--- config.mk ---
export PLATFORM = sky130hd
export DESIGN_NAME = uart_fractional_baud_divisor_search
export DESIGN_NICKNAME = d
export VERILOG_FILES = /design/src/rtl/ufbd_pkg.sv /design/src/rtl/uart_fractional_baud_divisor_search.sv
export VERILOG_INCLUDE_DIRS = /design/src /design/src/rtl
export SDC_FILE = /design/constraint.sdc
export NUM_CORES = 2
export LEC_CHECK = 0
export BUFFER_PORTS_ARGS = -buffer_cell sky130_fd_sc_hd__buf_4
export CAP_MARGIN = 10
export CORE_UTILIZATION = 45
export DETAILED_ROUTE_END_ITERATION = 6
export PLACE_DENSITY = 0.72
export SETUP_SLACK_MARGIN = 0.5
export SYNTH_ARGS = -nofsm -noshare
export SYNTH_HDL_FRONTEND = slang
export SYNTH_SLANG_ARGS = --single-unit
--- constraint.sdc ---
create_clock -name clk -period 10.51 [get_ports clk]
set_clock_uncertainty 0.2 [all_clocks]
set_input_delay 2.6275 -clock clk [delete_from_list [all_inputs] [get_ports clk]]
set_output_delay 2.6275 -clock clk [all_outputs]
set_load 0.1 [all_outputs]
--- src/rtl/assert_macros.svh ---
// Assertion helpers, compiled out for synthesis.
`ifndef ASSERT_MACROS_SVH
`define ASSERT_MACROS_SVH

`ifndef SYNTHESIS

// Checked on every rising edge outside reset.
`define ASSERT_CLK(label, clk, rst_n, prop, msg) \
  label: assert property (@(posedge clk) disable iff (!rst_n) (prop)) else $error(msg);

// Checked on every rising edge, reset included.
`define ASSERT_ALWAYS(label, clk, prop, msg) \
  label: assert property (@(posedge clk) (prop)) else $error(msg);

`else

`define ASSERT_CLK(label, clk, rst_n, prop, msg)
`define ASSERT_ALWAYS(label, clk, prop, msg)

`endif

`endif

--- src/rtl/ufbd_pkg.sv ---
`default_nettype none

package ufbd_pkg;

  localparam int BAUD_W     = 24;
  localparam int CLK_W      = 32;
  localparam int DIVL_W     = 17;
  localparam int DEN_W      = 29;
  localparam int DVD_W      = 64;
  localparam int FRAC_SHIFT = 28;
  localparam int CNT_W      = 6;
  localparam int PCT_W      = 8;
  localparam int THR_W      = 7;
  localparam int MV_W       = 4;

  localparam logic [CLK_W-1:0]  CLOCK_RST   = 32'd204000000;
  localparam logic [THR_W-1:0]  MAX_ERR_RST = 7'd3;
  localparam logic [31:0]       ERR_INIT    = 32'hFFFF_FFFF;
  localparam logic [31:0]       ERR_HALF    = 32'h8000_0000;
  localparam logic [31:0]       DIV_MAX     = 32'd65536;
  localparam logic [THR_W-1:0]  PCT_SCALE   = 7'd100;
  localparam logic [PCT_W-1:0]  PCT_SAT     = 8'd255;

  typedef enum logic [1:0] {
    STATUS_OK       = 2'd0,
    STATUS_NO_DIV   = 2'd1,
    STATUS_ERR_HIGH = 2'd2
  } status_t;

  typedef enum logic {
    CFG_CLOCK_HZ = 1'b0,
    CFG_MAX_ERR  = 1'b1
  } cfg_idx_t;

endpackage

`default_nettype wire

--- src/rtl/uart_fractional_baud_divisor_search.sv ---
// The search covers at most 120 pairs with 15 multipliers. A zero baud rate answers
//   on the next cycle.
// Throughput: one transaction at a time; busy stays high until the result strobe.
//   Every quotient goes through one shared 64-step restoring divider, one bit a cycle.
// Reset (rst_n, synchronous): sequencer idles, strobe clears, clock_hz returns to
//   204000000 and max_error_percent to 3. The result strobe cannot be stalled.
`default_nettype none

module uart_fractional_baud_divisor_search #(
  parameter int MAX_MULTIPLIER = 15
) (
  input  wire logic        clk,
  input  wire logic        rst_n,
  input  wire logic        start,
  output logic             busy,
  input  wire logic [23:0] in_baud_rate,
  output logic             out_valid,
  output logic [1:0]       out_status,
  output logic [16:0]      out_divisor_latch,
  output logic [3:0]       out_mul_value,
  output logic [3:0]       out_add_value,
  output logic [7:0]       out_error_percent,
  input  wire logic        cfg_valid,
  output logic             cfg_ready,
  input  wire logic [0:0]  cfg_index,
  input  wire logic [31:0] cfg_data
);

  localparam int BAUD_W = ufbd_pkg::BAUD_W;
  localparam int CLK_W  = ufbd_pkg::CLK_W;
  localparam int DIVL_W = ufbd_pkg::DIVL_W;
  localparam int DEN_W  = ufbd_pkg::DEN_W;
  localparam int DVD_W  = ufbd_pkg::DVD_W;
  localparam int CNT_W  = ufbd_pkg::CNT_W;
  localparam int PCT_W  = ufbd_pkg::PCT_W;
  localparam int THR_W  = ufbd_pkg::THR_W;
  localparam int MV_W   = ufbd_pkg::MV_W;
  localparam logic [MV_W-1:0]  M_LAST   = MV_W'(MAX_MULTIPLIER);
  localparam logic [CNT_W-1:0] CNT_LAST = CNT_W'(DVD_W - 1);

  typedef enum logic [2:0] {
    S_IDLE, S_PAIR, S_DIV, S_EVAL, S_ACT, S_DIFF, S_DONE
  } state_t;

  typedef enum logic [1:0] {
    PH_PAIR, PH_ACT, PH_PCT
  } phase_t;

  state_t                   state_r, state_nxt;
  phase_t                   phase_r, phase_nxt;
  logic [CNT_W-1:0]         cnt_r, cnt_nxt;
  logic [DVD_W-1:0]         dividend_r, dividend_nxt;
  logic [DEN_W-1:0]         divisor_r, divisor_nxt;
  logic [DEN_W-1:0]         rem_r, rem_nxt;
  logic [BAUD_W-1:0]        baud_r, baud_nxt;
  logic [MV_W-1:0]          m_r, m_nxt;
  logic [MV_W-1:0]          d_r, d_nxt;
  logic [31:0]              best_err_r, best_err_nxt;
  logic [DIVL_W-1:0]        best_div_r, best_div_nxt;
  logic [MV_W-1:0]          best_m_r, best_m_nxt;
  logic [MV_W-1:0]          best_d_r, best_d_nxt;
  logic [CLK_W-1:0]         clock_r;
  logic [THR_W-1:0]         max_err_r;
  logic                     out_valid_r, out_valid_nxt;
  ufbd_pkg::status_t        out_status_r, out_status_nxt;
  logic [DIVL_W-1:0]        out_div_r, out_div_nxt;
  logic [MV_W-1:0]          out_m_r, out_m_nxt;
  logic [MV_W-1:0]          out_d_r, out_d_nxt;
  logic [PCT_W-1:0]         out_pct_r, out_pct_nxt;

  // divider step
  logic [DEN_W:0]           r2;
  logic [DEN_W:0]           r2_sub;
  logic                     ge;
  // pair evaluation
  logic [31:0]              q_err, q_div, err_adj, dv_adj;
  logic                     round_up, dv_ok, better, last_pair;
  logic [MV_W:0]            m_sum, best_sum;
  logic [35:0]              num_pair;
  logic [DEN_W-1:0]         den_pair, den_act;
  logic [31:0]              num_act, actual, diff;
  logic [38:0]              num_pct;
  logic [PCT_W-1:0]         pct_sat;

  always_comb begin
    r2     = {rem_r, dividend_r[DVD_W-1]};
    ge     = r2 >= {1'b0, divisor_r};
    r2_sub = r2 - {1'b0, divisor_r};

    q_err    = dividend_r[31:0];
    q_div    = dividend_r[63:32];
    round_up = q_err > ufbd_pkg::ERR_HALF;
    err_adj  = round_up ? (32'd0 - q_err) : q_err;
    dv_adj   = q_div + {31'd0, round_up};
    dv_ok    = (dv_adj != 32'd0) && (dv_adj <= ufbd_pkg::DIV_MAX);
    better   = dv_ok && (err_adj < best_err_r);
    last_pair = (m_r == M_LAST) && (d_r == m_r - MV_W'(1));

    m_sum    = {1'b0, m_r} + {1'b0, d_r};
    best_sum = {1'b0, best_m_r} + {1'b0, best_d_r};
    num_pair = 36'(clock_r) * 36'(m_r);
    den_pair = DEN_W'(baud_r) * DEN_W'(m_sum);
    num_act  = 32'(clock_r[CLK_W-1:4]) * 32'(best_m_r);
    den_act  = DEN_W'(best_div_r) * DEN_W'(best_sum);
    actual   = dividend_r[31:0];
    diff     = (actual > 32'(baud_r)) ? (actual - 32'(baud_r)) : (32'(baud_r) - actual);
    num_pct  = 39'(diff) * 39'(ufbd_pkg::PCT_SCALE);
    pct_sat  = (|dividend_r[DVD_W-1:PCT_W]) ? ufbd_pkg::PCT_SAT : dividend_r[PCT_W-1:0];
  end

  always_comb begin
    state_nxt      = state_r;
    phase_nxt      = phase_r;
    cnt_nxt        = cnt_r;
    dividend_nxt   = dividend_r;
    divisor_nxt    = divisor_r;
    rem_nxt        = rem_r;
    baud_nxt       = baud_r;
    m_nxt          = m_r;
    d_nxt          = d_r;
    best_err_nxt   = best_err_r;
    best_div_nxt   = best_div_r;
    best_m_nxt     = best_m_r;
    best_d_nxt     = best_d_r;
    out_valid_nxt  = 1'b0;
    out_status_nxt = out_status_r;
    out_div_nxt    = out_div_r;
    out_m_nxt      = out_m_r;
    out_d_nxt      = out_d_r;
    out_pct_nxt    = out_pct_r;

    case (state_r)
      S_IDLE: begin
        if (start) begin
          baud_nxt     = in_baud_rate;
          m_nxt        = MV_W'(1);
          d_nxt        = '0;
          best_err_nxt = ufbd_pkg::ERR_INIT;
          best_div_nxt = '0;
          best_m_nxt   = '0;
          best_d_nxt   = '0;
          if (in_baud_rate == '0) begin
            out_valid_nxt  = 1'b1;
            out_status_nxt = ufbd_pkg::STATUS_NO_DIV;
            out_div_nxt    = '0;
            out_m_nxt      = '0;
            out_d_nxt      = '0;
            out_pct_nxt    = '0;
          end else begin
            state_nxt = S_PAIR;
          end
        end
      end
      S_PAIR: begin
        dividend_nxt = {num_pair, {ufbd_pkg::FRAC_SHIFT{1'b0}}};
        divisor_nxt  = den_pair;
        rem_nxt      = '0;
        cnt_nxt      = '0;
        phase_nxt    = PH_PAIR;
        state_nxt    = S_DIV;
      end
      S_DIV: begin
        dividend_nxt = {dividend_r[DVD_W-2:0], ge};
        rem_nxt      = ge ? r2_sub[DEN_W-1:0] : r2[DEN_W-1:0];
        cnt_nxt      = cnt_r + CNT_W'(1);
        if (cnt_r == CNT_LAST) begin
          case (phase_r)
            PH_PAIR: state_nxt = S_EVAL;
            PH_ACT:  state_nxt = S_DIFF;
            PH_PCT:  state_nxt = S_DONE;
            default: state_nxt = S_IDLE;
          endcase
        end
      end
      S_EVAL: begin
        if (better) begin
          best_err_nxt = err_adj;
          best_div_nxt = dv_adj[DIVL_W-1:0];
          best_m_nxt   = m_r;
          best_d_nxt   = d_r;
        end
        // exact hit ends the search early
        if (last_pair || (better && err_adj == 32'd0)) begin
          state_nxt = S_ACT;
        end else begin
          state_nxt = S_PAIR;
          if (d_r == m_r - MV_W'(1)) begin
            m_nxt = m_r + MV_W'(1);
            d_nxt = '0;
          end else begin
            d_nxt = d_r + MV_W'(1);
          end
        end
      end
      S_ACT: begin
        if (best_div_r == '0) begin
          out_valid_nxt  = 1'b1;
          out_status_nxt = ufbd_pkg::STATUS_NO_DIV;
          out_div_nxt    = '0;
          out_m_nxt      = '0;
          out_d_nxt      = '0;
          out_pct_nxt    = '0;
          state_nxt      = S_IDLE;
        end else begin
          dividend_nxt = 64'(num_act);
          divisor_nxt  = den_act;
          rem_nxt      = '0;
          cnt_nxt      = '0;
          phase_nxt    = PH_ACT;
          state_nxt    = S_DIV;
        end
      end
      S_DIFF: begin
        dividend_nxt = 64'(num_pct);
        divisor_nxt  = DEN_W'(baud_r);
        rem_nxt      = '0;
        cnt_nxt      = '0;
        phase_nxt    = PH_PCT;
        state_nxt    = S_DIV;
      end
      S_DONE: begin
        out_valid_nxt  = 1'b1;
        out_status_nxt = (pct_sat < PCT_W'(max_err_r)) ? ufbd_pkg::STATUS_OK
                                                       : ufbd_pkg::STATUS_ERR_HIGH;
        out_div_nxt    = best_div_r;
        out_m_nxt      = best_m_r;
        out_d_nxt      = best_d_r;
        out_pct_nxt    = pct_sat;
        state_nxt      = S_IDLE;
      end
      default: state_nxt = S_IDLE;
    endcase
  end

  always_ff @(posedge clk) begin
    if (!rst_n) begin
      state_r     <= S_IDLE;
      phase_r     <= PH_PAIR;
      out_valid_r <= 1'b0;
      clock_r     <= ufbd_pkg::CLOCK_RST;
      max_err_r   <= ufbd_pkg::MAX_ERR_RST;
    end else begin
      state_r     <= state_nxt;
      phase_r     <= phase_nxt;
      out_valid_r <= out_valid_nxt;
      if (cfg_valid) begin
        case (ufbd_pkg::cfg_idx_t'(cfg_index))
          ufbd_pkg::CFG_CLOCK_HZ: clock_r   <= cfg_data;
          ufbd_pkg::CFG_MAX_ERR:  max_err_r <= cfg_data[THR_W-1:0];
          default: ;
        endcase
      end
    end
    cnt_r        <= cnt_nxt;
    dividend_r   <= dividend_nxt;
    divisor_r    <= divisor_nxt;
    rem_r        <= rem_nxt;
    baud_r       <= baud_nxt;
    m_r          <= m_nxt;
    d_r          <= d_nxt;
    best_err_r   <= best_err_nxt;
    best_div_r   <= best_div_nxt;
    best_m_r     <= best_m_nxt;
    best_d_r     <= best_d_nxt;
    out_status_r <= out_status_nxt;
    out_div_r    <= out_div_nxt;
    out_m_r      <= out_m_nxt;
    out_d_r      <= out_d_nxt;
    out_pct_r    <= out_pct_nxt;
  end

  assign busy              = (state_r != S_IDLE);
  assign cfg_ready         = 1'b1;
  assign out_valid         = out_valid_r;
  assign out_status        = out_status_r;
  assign out_divisor_latch = out_div_r;
  assign out_mul_value     = out_m_r;
  assign out_add_value     = out_d_r;
  assign out_error_percent = out_pct_r;

`include "assert_macros.svh"

  // a result strobe never overlaps an active search
  `ASSERT_CLK(a_strobe_idle, clk, rst_n, out_valid |-> !busy, "strobe during search")
  `ASSERT_CLK(a_start_busy, clk, rst_n, (start && !busy && in_baud_rate != '0) |=> busy, "start not taken")
  `ASSERT_CLK(a_no_div_zero, clk, rst_n, (out_valid && out_status == ufbd_pkg::STATUS_NO_DIV) |-> (out_divisor_latch == '0 && out_mul_value == '0 && out_error_percent == '0), "no-divisor result not cleared")
  `ASSERT_CLK(a_found_pair, clk, rst_n, (out_valid && out_status != ufbd_pkg::STATUS_NO_DIV) |-> (out_divisor_latch != '0 && out_mul_value != '0 && out_add_value < out_mul_value), "bad divider pair")
  `ASSERT_ALWAYS(a_div_phase, clk, (state_r == S_DIV) |-> (phase_r == PH_PAIR || phase_r == PH_ACT || phase_r == PH_PCT), "divider phase lost")

endmodule

`default_nettype wire

==> run_summary.xml <==
<?xml version="1.0" encoding="UTF-8"?>
<metrics>
  <group name="floorplan">
    <metric name="dieHeight" unit="um">286</metric>
    <metric name="rows" unit="">103</metric>
    <metric name="initial_utilization" unit="">0.457</metric>
    <metric name="fp.coreArea" unit="um^2">79400</metric>
    <metric name="fp.dieW" unit="um">286</metric>
    <metric name="die_area" unit="um^2">81800</metric>
    <metric name="top_level_ports" unit="">99</metric>
  </group>
  <group name="clock_network">
    <metric name="cts_resized" unit="">0</metric>
    <metric name="cts.reportedPaths.clkPinSlew" unit="ps">60</metric>
    <metric name="clock-root-buffer" unit="">clkbuf_16</metric>
    <metric name="cts-htree-levels" unit="">2</metric>
    <metric name="number_of_buffers_created_by_cts" unit="">37</metric>
    <metric name="post_cts_buffers" unit="">0</metric>
    <metric name="cts.sinks" unit="">297</metric>
    <metric name="cts_tree" unit="">built</metric>
    <metric name="hold_buffers" unit="">0</metric>
    <metric name="worst_skew_pair.late_latency" unit="ps">570</metric>
    <metric name="clockBufferDepth" unit="">3</metric>
  </group>
  <group name="layout">
    <metric name="n_antenna_cell" unit="">0</metric>
    <metric name="multiInputGateArea" unit="um^2">25100</metric>
    <metric name="design.final.nets" unit="">4927</metric>
    <metric name="seqCellArea" unit="um^2">8470</metric>
    <metric name="postLayoutCellArea" unit="um^2">39100</metric>
    <metric name="final_layout_size_suffix_gt1_frac" unit="">0.0589</metric>
    <metric name="layout.filler_cells" unit="">7614</metric>
    <metric name="post-route-util" unit="">0.493</metric>
    <metric name="syn2layout_area_growth" unit="%">7.70</metric>
  </group>
  <group name="worst_setup_path">
    <metric name="cp.required" unit="ps">10610</metric>
    <metric name="criticalPathCategory" unit="">reg2reg</metric>
    <metric name="crit_fanout" unit="">18</metric>
    <metric name="critical_path.n_buffers_inverters" unit="">4</metric>
    <metric name="path_common_cell" unit="">ha_1</metric>
    <metric name="timing.critical_path.from_type" unit="">flip-flop</metric>
    <metric name="timing.critical_path.arrival" unit="ps">9220</metric>
    <metric name="critical-path-max-stage-delay" unit="ps">670</metric>
    <metric name="path_delay_family" unit="">compound AO/OA/AOI/OAI gates</metric>
    <metric name="slowest_stage" unit="">edfxtp_1</metric>
    <metric name="worst_setup_end_kind" unit="">flip-flop</metric>
  </group>
  <group name="place">
    <metric name="portBuffers" unit="">97</metric>
    <metric name="post-place-ws" unit="ps">1710</metric>
    <metric name="post_dp_hpwl" unit="mm">85.6</metric>
    <metric name="detailed_place.area" unit="um^2">37900</metric>
    <metric name="finalWeightedCongestion" unit="">0.981</metric>
  </group>
  <group name="global_route">
    <metric name="antenna_found_initial" unit="">0</metric>
    <metric name="first_pass_grt_wire_length" unit="mm">169</metric>
    <metric name="first_global_vias" unit="">29800</metric>
    <metric name="overflow_left_after_global_routing" unit="">0</metric>
    <metric name="use_met2" unit="">0.441</metric>
    <metric name="globalRouteMet1Util" unit="">0.347</metric>
    <metric name="maximum_number_of_pins_on_one_net_before_global_route_repair" unit="">65</metric>
    <metric name="groute.usage.overall" unit="">0.264</metric>
    <metric name="groute.layer.met3.usage" unit="">0.0276</metric>
    <metric name="grt.busiest_layer" unit="">met2</metric>
  </group>
  <group name="synthesis">
    <metric name="seq_total_area_yosys" unit="">0.233</metric>
    <metric name="async_reset_ff_frac" unit="">0</metric>
    <metric name="synth_edf_count" unit="">252</metric>
    <metric name="synth_fp_nets" unit="">4953</metric>
    <metric name="ys_seq_elements" unit="">297</metric>
    <metric name="yosys_most_used_dff" unit="">edfxtp_1</metric>
    <metric name="netlist-cell-type-count" unit="">93</metric>
    <metric name="mappedNetlistArea" unit="um^2">36300</metric>
    <metric name="synthesized_area_divided_by_synthesized_cell_count" unit="um^2">8.52</metric>
    <metric name="synthesis.instances" unit="">4261</metric>
    <metric name="synth.yosys.warnings" unit="">0</metric>
  </group>
  <group name="drt">
    <metric name="detailedRoute.firstPassIterationCount" unit="">6</metric>
    <metric name="1st_iter_drt_viols" unit="">2702</metric>
    <metric name="postRouteWirelength" unit="mm">108</metric>
    <metric name="drc" unit="">0</metric>
    <metric name="ant_nets" unit="">0</metric>
    <metric name="vias_per_cell" unit="">5.78</metric>
    <metric name="wire_per_inst" unit="um">20.4</metric>
    <metric name="via_count" unit="">30700</metric>
  </group>
  <group name="sta">
    <metric name="maximum_clock_frequency" unit="MHz">110</metric>
    <metric name="rsz_0062_raised_after_global_routing" unit="">false</metric>
    <metric name="timing.final.hold_violations" unit="">0</metric>
    <metric name="timing.setup.tns" unit="ps">0</metric>
    <metric name="timing_worst_slew_pin_value" unit="ps">1220</metric>
    <metric name="post-route-min-period" unit="ps">9120</metric>
    <metric name="setup_slack" unit="ps">1390</metric>
    <metric name="period_share" unit="">0.868</metric>
    <metric name="finalSetupViolations" unit="">0</metric>
    <metric name="finalMaxSlewViolations" unit="">0</metric>
    <metric name="max_slew_margin" unit="">0.188</metric>
  </group>
  <group name="run_status">
    <metric name="run_status" unit="">finished, final reports clean</metric>
  </group>
  <group name="hold_path">
    <metric name="min-delay-path-class" unit="">reg2reg</metric>
  </group>
  <group name="job">
    <metric name="timing.max_cap.violations" unit="">0</metric>
  </group>
</metrics>
[stage by stage]
| stage | std cells | hold WS [ps] |
|---|---|---|
| floorplan | 4261 | 240 |
| global placement | 5245 | 252 |
| detailed placement | 5245 | 259 |
| CTS | 5313 | 271 |
| global route | 5314 | 294 |
| finish | 5314 | 272 |
[placed cells by master, fill, tap and decap left out, types with 9 or more instances in the layout]
cell type	instances
a211oi_1	34
a21boi_0	35
a21o_1	120
a21oi_1	238
a22oi_1	18
a31oi_1	33
a41oi_1	11
and2_1	186
and3_1	49
and4_1	9
buf_4	136
clkbuf_1	10
clkbuf_16	38
dfxtp_1	44
edfxtp_1	252
fa_1	254
ha_1	377
inv_1	536
mux2i_1	37
nand2_1	563
nand2b_1	57
nand3_1	104
nand3b_1	9
nand4_1	46
nor2_1	199
nor2b_1	25
nor3_1	59
nor3b_1	13
nor4_1	38
o211ai_1	14
o21a_1	21
o21ai_0	193
o21bai_1	34
o22ai_1	22
o31ai_1	14
or3_1	18
xnor2_1	144
xor2_1	98
[worst reg2reg max path, stage by stage, from the launching register on]
cell and delay (ps):
edfxtp_1 670, inv_1 210, ha_1 610, nand3_1 210, nor4_2 630, nand2b_1 150, o221a_2 290, a21o_1 420
buf_4 340, a21oi_1 460, a21oi_1 220, xnor2_1 330, ha_1 290, ha_1 290, inv_1 60, fa_1 530
inv_1 40, ha_1 350, o21ai_0 110, a21oi_1 150, o41ai_1 150, o21a_1 250, o311ai_1 620, a41oi_1 480
o21bai_1 310, o31a_1 180, mux2i_1 190, o211ai_1 100
[routing by layer]
metal | vias to the layer above | wire, um
met4 | 0 | 4980
met1 | 14900 | 45500
met2 | 1120 | 50700
met5 | - | 0
met3 | 218 | 7030
li1 | 14500 | -
[layout make-up]
cell class,instances,share of cell area
tap,1050,0.0336
clock buffer,49,0.0256
multi-input combinational,3226,0.642
clock inverter,19,0.00473
inverter,537,0.0515
timing repair buffer,136,0.0261
sequential,297,0.217
[worst paths after layout]
check	from	end	slack, ps	cells past startpoint
worst max register to register	dividend_r[16]$_DFFE_PP_	dividend_r[38]$_DFFE_PP_	1390	27
worst min-delay path	max_err_r[6]$_SDFFE_PN0P_	max_err_r[6]$_SDFFE_PN0P_	270	2
worst min register to register	max_err_r[6]$_SDFFE_PN0P_	max_err_r[6]$_SDFFE_PN0P_	270	2
worst max-delay path	dividend_r[16]$_DFFE_PP_	dividend_r[38]$_DFFE_PP_	1390	27
[state kept, by name (all words and copies together) (netlist names), 6 cells and up]
signal             cells
clock_r               32
max_err_r              7
cnt_r                  6
out_divisor_latch     17
divisor_r             29
best_err_r            32
dividend_r            64
best_div_r            17
rem_r                 29
out_error_percent      8
baud_r                24
[logic make-up after synthesis]
| kind of cell | synth area share |
|---|---|
| buffers and inverters | 0.0774 |
| DFF | 0.233 |
| muxes | 0.0115 |
| and+or+nand+nor | 0.190 |
| adders and majority gates | 0.270 |
| xor gates and xnor gates | 0.0588 |
| other | 0.000103 |
| AOI/OAI and AO/OA | 0.159 |
[cell usage after synthesis, types with 18 or more instances]
| cell type | number | area share |
|---|---|---|
| a22oi_1 | 18 | 0.0037 |
| xnor2_1 | 145 | 0.035 |
| o21a_1 | 21 | 0.0043 |
| or3_1 | 18 | 0.0031 |
| dfxtp_1 | 45 | 0.025 |
| ha_1 | 377 | 0.13 |
| edfxtp_1 | 252 | 0.21 |
| a21oi_1 | 239 | 0.033 |
| nor2_1 | 201 | 0.021 |
| inv_1 | 536 | 0.055 |
| a211oi_1 | 34 | 0.0070 |
| nor4_1 | 38 | 0.0065 |
| nand2_1 | 565 | 0.058 |
| mux2i_1 | 37 | 0.010 |
| nand4_1 | 46 | 0.0079 |
| nor3_1 | 59 | 0.0081 |
| xor2_1 | 99 | 0.024 |
| and2_1 | 186 | 0.032 |
| a21o_1 | 120 | 0.025 |
| and3_1 | 49 | 0.0084 |
| clkbuf_1 | 162 | 0.017 |
| fa_1 | 254 | 0.14 |
| o22ai_1 | 22 | 0.0038 |
| buf_2 | 19 | 0.0026 |
| nand3_1 | 104 | 0.014 |
| nand2b_1 | 58 | 0.010 |
| nor2b_1 | 29 | 0.0050 |
| a21boi_0 | 35 | 0.0072 |
| o21bai_1 | 34 | 0.0070 |
| o21ai_0 | 193 | 0.027 |
| a31oi_1 | 33 | 0.0057 |
Power is left out: the tool's default activity adds up to more than one toggle a clock period on the data nets, which glitch-free logic cannot reach.
